`config.mk`:
```
export PLATFORM = sky130hd
export DESIGN_NAME = rgb_cell_to_ink_paper_attribute
export DESIGN_NICKNAME = d
export VERILOG_FILES = /design/src/rtl/rcip_pkg.sv /design/src/rtl/rcip_pixel_check.sv /design/src/rtl/rcip_cell.sv /design/src/rtl/rcip_emit.sv /design/src/rtl/rgb_cell_to_ink_paper_attribute.sv
export SDC_FILE = /design/constraint.sdc
export NUM_CORES = 1
export LEC_CHECK = 0
export BUFFER_PORTS_ARGS = -buffer_cell sky130_fd_sc_hd__buf_2
export CORE_UTILIZATION = 40
export CTS_CLUSTER_DIAMETER = 150
export CTS_CLUSTER_SIZE = 10
export DETAILED_ROUTE_END_ITERATION = 10
export GPL_ROUTABILITY_DRIVEN = 0
export SETUP_SLACK_MARGIN = 0.5
export SYNTH_ARGS = -nofsm -noshare
export SYNTH_HDL_FRONTEND = slang
export SYNTH_SLANG_ARGS = --single-unit
```
`constraint.sdc`:
```
create_clock -name clk -period 6.5 [get_ports clk]
set_input_delay 1.3 -clock clk [delete_from_list [all_inputs] [get_ports clk]]
set_output_delay 1.3 -clock clk [all_outputs]
set_load 0.1 [all_outputs]
```
`src/rtl/rcip_pkg.sv`:
```
package rcip_pkg;

	// Result kinds carried on the output tuser field.
	typedef enum logic [1:0] {
		KIND_ROW   = 2'd0,
		KIND_ATTR  = 2'd1,
		KIND_ERROR = 2'd2
	} kind_t;

	// Cell error codes.
	typedef enum logic {
		ERR_LEVEL = 1'b0,
		ERR_THIRD = 1'b1
	} err_code_t;

	localparam int unsigned CELL_PIXELS = 64;
	localparam int unsigned IDX_W       = $clog2(CELL_PIXELS);
	localparam int unsigned ROWS        = 8;
	localparam logic [IDX_W-1:0] LAST_IDX = IDX_W'(CELL_PIXELS - 1);
	localparam logic [7:0] LEVEL_MID  = 8'd192;
	localparam logic [7:0] LEVEL_FULL = 8'd255;
	localparam logic [7:0] ATTR_BLANK = 8'd7;

	typedef struct packed {
		logic       valid;
		logic [3:0] colour;
	} pix_info_t;

	// Everything the output side needs to send the results of one cell.
	typedef struct packed {
		logic                  error;
		err_code_t             err_code;
		logic [IDX_W-1:0]      err_pixel;
		logic [CELL_PIXELS-1:0] bits;
		logic [7:0]            attr;
	} cell_result_t;

endpackage

```
`src/rtl/rcip_pixel_check.sv`:
```
module rcip_pixel_check
	import rcip_pkg::*;
(
	input  logic [7:0] red,
	input  logic [7:0] green,
	input  logic [7:0] blue,
	output pix_info_t  info
);

	logic r_ok, g_ok, b_ok;
	logic has_mid, has_full;

	assign r_ok = (red == 8'd0) || (red == LEVEL_MID) || (red == LEVEL_FULL);
	assign g_ok = (green == 8'd0) || (green == LEVEL_MID) || (green == LEVEL_FULL);
	assign b_ok = (blue == 8'd0) || (blue == LEVEL_MID) || (blue == LEVEL_FULL);

	assign has_mid  = (red == LEVEL_MID) || (green == LEVEL_MID) || (blue == LEVEL_MID);
	assign has_full = (red == LEVEL_FULL) || (green == LEVEL_FULL) || (blue == LEVEL_FULL);

	assign info.valid  = r_ok && g_ok && b_ok && !(has_mid && has_full);
	assign info.colour = {((red | green | blue) == LEVEL_FULL), green[7], red[7], blue[7]};

endmodule

```
`src/rtl/rcip_cell.sv`:
```
module rcip_cell
	import rcip_pkg::*;
(
	input  logic         clk,
	input  logic         arst_n,
	input  logic         in_valid,
	output logic         in_ready,
	input  logic [7:0]   red,
	input  logic [7:0]   green,
	input  logic [7:0]   blue,
	output logic         done_valid,
	input  logic         done_ready,
	output cell_result_t done
);

	logic             valid_s1;
	logic [7:0]       red_s1, green_s1, blue_s1;
	logic [IDX_W-1:0] count_q;
	logic [3:0]       paper_q, ink_q;
	logic [CELL_PIXELS-1:0] bitmap_q;
	logic             err_q;
	err_code_t        err_code_q;
	logic [IDX_W-1:0] err_idx_q;

	pix_info_t        info;
	logic             take, at_end;
	logic [3:0]       paper_n, ink_n;
	logic [CELL_PIXELS-1:0] bitmap_n;
	logic             err_n;
	err_code_t        err_code_n;
	logic [IDX_W-1:0] err_idx_n;

	rcip_pixel_check u_check (
		.red   (red_s1),
		.green (green_s1),
		.blue  (blue_s1),
		.info  (info)
	);

	assign at_end     = (count_q == LAST_IDX);
	assign done_valid = valid_s1 && at_end;
	assign take       = valid_s1 && (!at_end || done_ready);
	assign in_ready   = !valid_s1 || take;

	always_comb begin
		paper_n    = paper_q;
		ink_n      = ink_q;
		bitmap_n   = bitmap_q;
		err_n      = err_q;
		err_code_n = err_code_q;
		err_idx_n  = err_idx_q;
		if (!err_q) begin
			if (!info.valid) begin
				err_n      = 1'b1;
				err_code_n = ERR_LEVEL;
				err_idx_n  = count_q;
			end else begin
				if (count_q == '0) begin
					paper_n = info.colour;
					ink_n   = info.colour;
				end else if (info.colour != ink_q && info.colour != paper_q) begin
					if (ink_q != paper_q) begin
						err_n      = 1'b1;
						err_code_n = ERR_THIRD;
						err_idx_n  = count_q;
					end else begin
						ink_n = info.colour;
					end
				end
				if (!err_n) begin
					bitmap_n = {bitmap_q[CELL_PIXELS-2:0], (info.colour != paper_n)};
				end
			end
		end
	end

	// Attribute normalization: the lower color code becomes paper, and the bitmap is
	// inverted when the roles swap.
	always_comb begin
		done.error     = err_n;
		done.err_code  = err_code_n;
		done.err_pixel = err_idx_n;
		done.bits      = bitmap_n;
		if (paper_n == ink_n) begin
			if (ink_n != 4'd0) begin
				done.bits = '1;
				done.attr = {1'b0, ink_n[3], 3'b000, ink_n[2:0]};
			end else begin
				done.bits = '0;
				done.attr = ATTR_BLANK;
			end
		end else if (paper_n < ink_n) begin
			done.attr = {1'b0, paper_n, 3'b000} | {5'b00000, ink_n[2:0]}
				| {1'b0, ink_n[3], 6'b000000};
		end else begin
			done.bits = ~bitmap_n;
			done.attr = {1'b0, ink_n, 3'b000} | {5'b00000, paper_n[2:0]}
				| {1'b0, paper_n[3], 6'b000000};
		end
	end

	always_ff @(posedge clk or negedge arst_n) begin
		if (!arst_n) begin
			valid_s1 <= 1'b0;
		end else if (in_ready) begin
			valid_s1 <= in_valid;
		end
	end

	always_ff @(posedge clk) begin
		if (in_valid && in_ready) begin
			red_s1   <= red;
			green_s1 <= green;
			blue_s1  <= blue;
		end
	end

	always_ff @(posedge clk or negedge arst_n) begin
		if (!arst_n) begin
			count_q    <= '0;
			paper_q    <= '0;
			ink_q      <= '0;
			bitmap_q   <= '0;
			err_q      <= 1'b0;
			err_code_q <= ERR_LEVEL;
			err_idx_q  <= '0;
		end else if (take) begin
			if (at_end) begin
				count_q    <= '0;
				paper_q    <= '0;
				ink_q      <= '0;
				bitmap_q   <= '0;
				err_q      <= 1'b0;
				err_code_q <= ERR_LEVEL;
				err_idx_q  <= '0;
			end else begin
				count_q    <= count_q + 1'b1;
				paper_q    <= paper_n;
				ink_q      <= ink_n;
				bitmap_q   <= bitmap_n;
				err_q      <= err_n;
				err_code_q <= err_code_n;
				err_idx_q  <= err_idx_n;
			end
		end
	end

`ifndef SYNTHESIS
	a_end_clears: assert property (@(posedge clk) disable iff (!arst_n)
		take && at_end |=> count_q == '0 && !err_q && bitmap_q == '0)
		else $error("cell state not cleared after the last pixel");
	a_end_holds: assert property (@(posedge clk) disable iff (!arst_n)
		done_valid && !done_ready |=> valid_s1 && at_end)
		else $error("last pixel of a cell lost while the output side was busy");
	a_err_from_take: assert property (@(posedge clk) disable iff (!arst_n)
		$rose(err_q) |-> $past(take))
		else $error("cell error flagged without a pixel being processed");
`endif

endmodule

```
`src/rtl/rcip_emit.sv`:
```
module rcip_emit
	import rcip_pkg::*;
(
	input  logic         clk,
	input  logic         arst_n,
	input  logic         load_valid,
	output logic         load_ready,
	input  cell_result_t load,
	output logic         out_valid,
	input  logic         out_ready,
	output logic [7:0]   data_byte,
	output kind_t        kind,
	output err_code_t    error_code,
	output logic [IDX_W-1:0] error_pixel,
	output logic         last
);

	localparam int unsigned CNT_W = $clog2(ROWS + 1);

	logic         busy_q;
	logic [CNT_W-1:0] cnt_q;
	cell_result_t res_q;

	logic         fire, last_fire;
	logic [2:0]   row_sel;

	assign out_valid  = busy_q;
	assign fire       = busy_q && out_ready;
	assign last_fire  = fire && last;
	assign load_ready = !busy_q || last_fire;
	assign row_sel    = 3'd7 - cnt_q[2:0];

	always_comb begin
		data_byte   = 8'd0;
		kind        = KIND_ROW;
		error_code  = ERR_LEVEL;
		error_pixel = '0;
		last        = 1'b0;
		if (res_q.error) begin
			kind        = KIND_ERROR;
			error_code  = res_q.err_code;
			error_pixel = res_q.err_pixel;
			last        = 1'b1;
		end else if (cnt_q == CNT_W'(ROWS)) begin
			data_byte = res_q.attr;
			kind      = KIND_ATTR;
			last      = 1'b1;
		end else begin
			data_byte = res_q.bits[{row_sel, 3'b000} +: 8];
		end
	end

	always_ff @(posedge clk or negedge arst_n) begin
		if (!arst_n) begin
			busy_q <= 1'b0;
			cnt_q  <= '0;
		end else if (load_valid && load_ready) begin
			busy_q <= 1'b1;
			cnt_q  <= '0;
		end else if (last_fire) begin
			busy_q <= 1'b0;
		end else if (fire) begin
			cnt_q <= cnt_q + 1'b1;
		end
	end

	always_ff @(posedge clk) begin
		if (load_valid && load_ready) begin
			res_q <= load;
		end
	end

`ifndef SYNTHESIS
	a_cnt_range: assert property (@(posedge clk) disable iff (!arst_n)
		busy_q |-> cnt_q <= CNT_W'(ROWS))
		else $error("row counter ran past the attribute byte");
	a_err_single: assert property (@(posedge clk) disable iff (!arst_n)
		busy_q && res_q.error |-> cnt_q == '0)
		else $error("error result advanced the row counter");
	a_step: assert property (@(posedge clk) disable iff (!arst_n)
		fire && !last |=> busy_q && cnt_q == $past(cnt_q) + 1'b1)
		else $error("row counter did not step after a sent row");
`endif

endmodule

```
`src/rtl/rgb_cell_to_ink_paper_attribute.sv`:
```
// Takes the 64 RGB pixels of one 8x8 cell in row-major order, one request per
// cycle, and for each finished cell sends eight bitmap row bytes (top row first)
// followed by the attribute byte, or a single error result if a pixel had an invalid
// level or the cell held a third color. Pixels are accepted back to back at one per
// cycle: each pixel passes an input register before it is folded into the cell state.
// The results of a cell are held in an output buffer and drained at one per cycle
// while the output is ready, as the next cell streams in; the input stalls only
// when the last pixel arrives before the previous cell's results have all been taken.
module rgb_cell_to_ink_paper_attribute
	import rcip_pkg::*;
(
	input  logic        clk,
	input  logic        arst_n,
	input  logic        s_axis_tvalid,
	output logic        s_axis_tready,
	input  logic [23:0] s_axis_tdata,  // red[7:0], green[15:8], blue[23:16]
	output logic        m_axis_tvalid,
	input  logic        m_axis_tready,
	output logic [15:0] m_axis_tdata,  // data_byte[7:0], error_code[8],
	                                   // error_pixel[14:9], zero[15]
	output logic [1:0]  m_axis_tuser,  // kind[1:0]
	output logic        m_axis_tlast
);

	logic             done_valid, done_ready;
	cell_result_t     done;
	logic [7:0]       data_byte;
	kind_t            kind;
	err_code_t        error_code;
	logic [IDX_W-1:0] error_pixel;

	rcip_cell u_cell (
		.clk        (clk),
		.arst_n     (arst_n),
		.in_valid   (s_axis_tvalid),
		.in_ready   (s_axis_tready),
		.red        (s_axis_tdata[7:0]),
		.green      (s_axis_tdata[15:8]),
		.blue       (s_axis_tdata[23:16]),
		.done_valid (done_valid),
		.done_ready (done_ready),
		.done       (done)
	);

	rcip_emit u_emit (
		.clk         (clk),
		.arst_n      (arst_n),
		.load_valid  (done_valid),
		.load_ready  (done_ready),
		.load        (done),
		.out_valid   (m_axis_tvalid),
		.out_ready   (m_axis_tready),
		.data_byte   (data_byte),
		.kind        (kind),
		.error_code  (error_code),
		.error_pixel (error_pixel),
		.last        (m_axis_tlast)
	);

	assign m_axis_tdata = {1'b0, error_pixel, error_code, data_byte};
	assign m_axis_tuser = kind;

endmodule

```
---- Word-level counts from Yosys, hierarchy flattened ----
Cells that the tools add are included.
operators by class
  add/sub/neg operators ................... 3
  order comparisons ....................... 1
  equality and inequality tests ........... 15
  shifts and indexed selects .............. 1
  multiplexer cells ....................... 54
  bitwise operators ....................... 7
  reduce and logical (&&, ||, !) cells .... 36
operator list
  cell                                                           number
  64-bit 2-to-1 mux                                              5
  72-bit 2-to-1 mux                                              2
  64-bit NOT                                                     1
  64-bit by 7-bit variable part select with 8-bit output         1
  4-bit 2-to-1 mux                                               15
  8-bit equality test, second input constant                     7
  6-bit 2-to-1 mux                                               8
  8-bit zero test                                                3
  8-bit 2-to-1 mux                                               3
  1-bit 2-to-1 mux                                               20
  4-bit != test                                                  4
  8-bit by 7-bit OR with 8-bit output                            2
  8-bit OR                                                       2
  7-bit by 3-bit OR with 7-bit output                            2
  1-bit logical OR                                               13
  1-bit logical AND                                              11
  6-bit by 1-bit adder with 6-bit output, second input constant  1
  6-bit equality test, second input constant                     1
  6-bit zero test                                                1
  4-bit by 1-bit adder with 4-bit output, second input constant  1
  4-bit equality test                                            1
  4-bit equality test, second input constant                     1
  1-bit zero test                                                4
  4-bit less-than comparator                                     1
  other kinds (6)                                                7
word-level totals
  register bits after elaboration ......... 196
  input port bits ......................... 28
  output and inout bits ................... 21
  word-level logic and storage cells ...... 135

---- Logic depth before layout (Yosys ltp) ----
  depth in word-level cells ............... 15
  mapped depth ............................ 19
  mapped depth without buffers ............ 16

---- By module ----
Synthesis repeated with hierarchy kept, for this count alone.
second synthesis, totals
  cells, all modules ...................... 817
  area total of the unflattened synthesis .. 10050.9 um^2
by module, submodules not included
  module                           instances  cells each  area each (um^2)  seq. area each (um^2)
  rcip_cell                        1          582         6359.8            2897.8
  rcip_emit                        1          191         3413.3            2527.4
  rcip_pixel_check                 1          41          259.0             0.0
  rgb_cell_to_ink_paper_attribute  1          3           18.8              0.0

---- Worst setup path after synthesis ----
No wires, ideal clock.
  path kind ............................... register to output
  start point ............................. register u_emit.cnt_q[0]
  end point ............................... output m_axis_tdata[0]
  arrival time ............................ 4745 ps
  required time ........................... 5200 ps
  setup slack ............................. 455 ps
  cell stages (with the launch flop) ...... 9
  path buffers ............................ 3
  path through ............................ dfrtp_1 > clkbuf_1 > clkbuf_1 > inv_1 > ha_1 > nand3b_1 > nand2b_1 > clkbuf_1 > o21ai_0
between the ends
  longest elaborated chain between the ends .. 4
  elaborated cells on any way between the ends .. 5
  those cells by class .................... add/sub: 1; eq/ne: 1; shift: 1; mux: 2
ends and longest elaborated chain
  item                                                    RTL line                               source
  start, declared                                         rcip_emit.sv:21                        logic [CNT_W-1:0] cnt_q;
  start signal, assigned                                  rcip_emit.sv:63                        cnt_q <= cnt_q + 1'b1;
  3-bit subtractor                                        rcip_emit.sv:31                        assign row_sel = 3'd7 - cnt_q[2:0];
  64-bit by 7-bit variable part select with 8-bit output  rcip_emit.sv:49                        data_byte = res_q.bits[{row_sel, 3'b000} +: 8];
  8-bit 2-to-1 mux *                                      rcip_emit.sv:44                        end else if (cnt_q == CNT_W'(ROWS)) begin
  8-bit 2-to-1 mux *                                      rcip_emit.sv:39                        if (res_q.error) begin
  end, declared                                           rgb_cell_to_ink_paper_attribute.sv:19  output logic [15:0] m_axis_tdata,
Every way passes the cells marked *; elsewhere a longest branch is shown, timed or not.

==> results.md <==
- Status: finished, violations left
- Failing checks: design-rule violations
- Placed insts: 1112
- Final min period: 5.146 ns
- Non-Filler Instances: approximately 1100
- Nets@finish: between 800 and 900
- Yosys warns: 0
- Commonest cells after routing, fill and taps aside: 103 x edfxtp_1, 92 x dfrtp_1, 81 x mux2i_1
- Vert. Die Dim: between 150 and 200 µm
- Final Max Tran Viols: 0
- TritonCTS Buffers: 17
- Worst EP required: roughly 6.7 ns
- Worst-Margin Slew: 1.062 ns
- Setup_tns: 0 ns
- Clock power share: just under 30%
- Share of layout cells above drive strength 1: roughly 16%
- CP top delay family: simple AND/OR/NAND/NOR gates
- Antenna Nets Post-Route: 0
- Wire per inst: approximately 18 µm
- Clk Tree Root Cell: clkbuf_16
- Row cnt: 57
- Fillers: between 2000 and 2500
- Post-synthesis adder-cell area fraction: about 1.1%
- Inserted Diodes: 0
- Clk slew on worst S/H paths: around 0.08 ns
- CTS sink cnt: around 200
- Syn avg cell area: 12.48 µm²
- First-pass GRT wire length: between 30000 and 40000 µm
- Vias/cell: 5.469
- CP Max Fanout: 64
- #FFs+latches synth: approximately 200
- Final Cycle Share: between 70% and 80%
- CP bufs+invs: 2
- Synth Flop Type: edfxtp_1
- Initial core utilization: between 40 and 50%
- Psw: about 1.4 mW
- RSZ-0062 raised after global routing: false
- Post-CTS setup buffers: 0
- Peak supply drop: about 500 µV
- Area growth from synthesis to layout: 11.05%
- Clock buffer depth: 2
- Total power: 3.800 mW
- Die area: approximately 25000 µm²
- Final setup violation count: 0
- Simple-gate share of the synthesized area: 6.960%
- Critical path's slowest cell: edfxtp_1
- Number of port buffers: between 40 and 50
- CP Capture Type: register
- GR Overflow Total: 0
- DRC: 2
- Net Sw Frac: roughly 38%
- Num ports: 49
- EDFF count, synth: 103
- Total nets after synthesis: about 830
- Largest family of logic cells by synthesized area: compound AO/OA/AOI/OAI gates
- CP peak stage delay: ~0.63 ns
- Vias in the first global route: ~6300
- Post-CTS Hold Buffers: 0
- Leak: about 4.0 nW
- Max Clk Rate: ~190 MHz
- CTS resizes: 0
- Crit-path cells: nor3_2 -> or4_4 -> or4_1 -> and2_0 -> a221o_2 -> a21oi_4 -> mux2i_1 -> inv_1 -> ha_1 -> nand4b_1 -> nor2_1 -> mux2i_4 -> buf_4 -> o21ai_0
- Pwr dens: 346.1 nW/µm²
- Commonest non-fill, non-tap cell in the layout: edfxtp_1
- Startpoint Class: register
- Vias: between 6000 and 7000
- Initial DRT Pass Iterations: 10
- Max-Cap Viols: 0
- Worst EP arrival: between 5 and 6 ns
- Post-Synthesis Cells: ~790
- Largest net degree at the start of global routing: 83
- Hold WC Path Type: register to register
- CTS tree: done
- Crit Path Category: register to register
- Core area: between 20000 and 25000 µm²
- Initial antenna violation count: 0
- Synth Area in XOR/XNOR: approximately 7.3%
- Netlist cell types: 58
- Compound-gate portion of the synthesized area: between 10% and 20%
- Max-Slew Margin vs Limit: 29.22%
- Clock skew: ~0.012 ns
- Total GRT Usage: 17.04%
- Register area share after synthesis: between 50% and 60%
- Flop pwr share: 39.7%
- Fin area: 10980 µm²
- Combinational share of power: between 30% and 40%
- Placed wire-length estimate: between 10000 and 15000 µm
- Placed inst area: 10360 µm²
- Synth async-reset ratio: between 40% and 50%
- Initial DRC Count: about 550
- Mapped Area: ~9900 µm²
- Internal power: about 2.4 mW
- H-Tree Depth: 4
- Total length of routed wires: between 20000 and 25000 µm
- DIE WIDTH: 159.2 µm
- Final Hold Vio Count: 0
- Mux contribution to synthesized area: 12.78%
- Worst-skew pair later-pin latency: approximately 0.44 ns
## cells in the mapped netlist, types with 4 or more instances
master    instances  share of area [%]
mux2_2            7               0.80
nor3_1           17               0.86
nand3_1           6               0.30
clkbuf_1         28                1.1
xnor2_1          73                6.5
buf_2             8               0.40
ha_1              9                1.1
buf_4             4               0.30
buf_1             8               0.30
buf_6             6               0.68
xor2_1            9               0.80
inv_1            14               0.53
or3_1             6               0.38
edfxtp_1        103                 31
o21ai_1          13               0.66
mux2i_1          81                8.2
a21oi_1           8               0.40
and3_1            5               0.32
nand2_1          24               0.91
clkbuf_2          7               0.35
o21ai_0          77                3.9
and2_1            8               0.51
a22o_1           73                6.5
nor2_1           22               0.84
nand4_1          17                1.1
mux4_2           16                3.6
nor4_1            6               0.38
dfrtp_1          92                 23
## power by group through the flow
stage / Sequential [mW] / Combinational, mW / Clock (mW)
2_1_floorplan: 1.50 / 0.981 / 0
3_3_place_gp: 1.53 / 1.19 / 0
3_5_place_dp: 1.54 / 1.20 / 0
4_1_cts: 1.51 / 1.20 / 1.12
5_1_grt: 1.52 / 1.30 / 1.17
6_report: 1.51 / 1.19 / 1.10
## sequential cells by signal (all words and copies together), names as in the netlist, 4 cells and up
name              count
u_emit.res_q         79
u_cell.bitmap_q      64
u_cell.blue_s1        8
u_cell.green_s1       8
u_cell.red_s1         8
u_cell.count_q        6
u_cell.err_idx_q      6
u_cell.ink_q          4
u_cell.paper_q        4
u_emit.cnt_q          4
## routing by layer
layer / GRT usage, % / share of wire, % / vias to the layer above
li1: - / - / 3012
met1: 25.29 / 51 / 3131
met2: 26.02 / 45 / 101
met3: 2.683 / 2.7 / 13
met4: 4.283 / 0.87 / 0
met5: 0 / 0 / -
## worst paths after layout
kind                                     startpoint                  end  slack [ns]  cells past startpoint
min in group asynchronous                    arst_n  u_cell.bitmap_q[47]        0.84                      1
worst min register to register  u_cell.err_idx_q[2]  u_cell.err_idx_q[2]        0.51                      1
worst min-delay path            u_cell.err_idx_q[2]  u_cell.err_idx_q[2]        0.51                      1
worst max register to register   u_cell.green_s1[7]     u_emit.res_q[54]        1.35                     14
max in group asynchronous                    arst_n   u_cell.bitmap_q[1]        4.56                      2
worst max-delay path             u_cell.green_s1[7]     u_emit.res_q[54]        1.35                     14
## metrics by stage
stage	hold WS, ns	util [%]	worst slack [ns]
final	0.5055	45.28	1.354
after detailed placement	0.4796	42.74	1.365
after global placement	0.4790	42.74	1.337
after CTS	0.5056	45.28	1.362
after floorplan	0.4597	-	0.4546
after global routing	0.5161	45.28	0.9815
## area by class of cell
| class | instances | area (µm²) | area share, % |
|---|---|---|---|
| multi-input combinational | 522 | 4185 | 38.12 |
| clock inverter | 15 | 190.2 | 1.732 |
| sequential | 195 | 5395 | 49.14 |
| tap | 324 | 405.4 | 3.692 |
| inverter | 14 | 52.55 | 0.4786 |
| clock buffer | 17 | 425.4 | 3.875 |
| timing repair buffer | 57 | 325.3 | 2.963 |
## logic make-up (layout without fill, tap and decap cells)
| group | after synthesis | count (layout) |
|---|---|---|
| compound gates | 196 | 196 |
| flops | 195 | 195 |
| simple gates | 129 | 129 |
| mux | 105 | 105 |
| xor+xnor | 82 | 82 |
| buf+inv | 75 | 103 |
| fa+ha+maj | 9 | 9 |
| other cells | 1 | 1 |
Note: power is estimated with default switching activity, not from simulation.
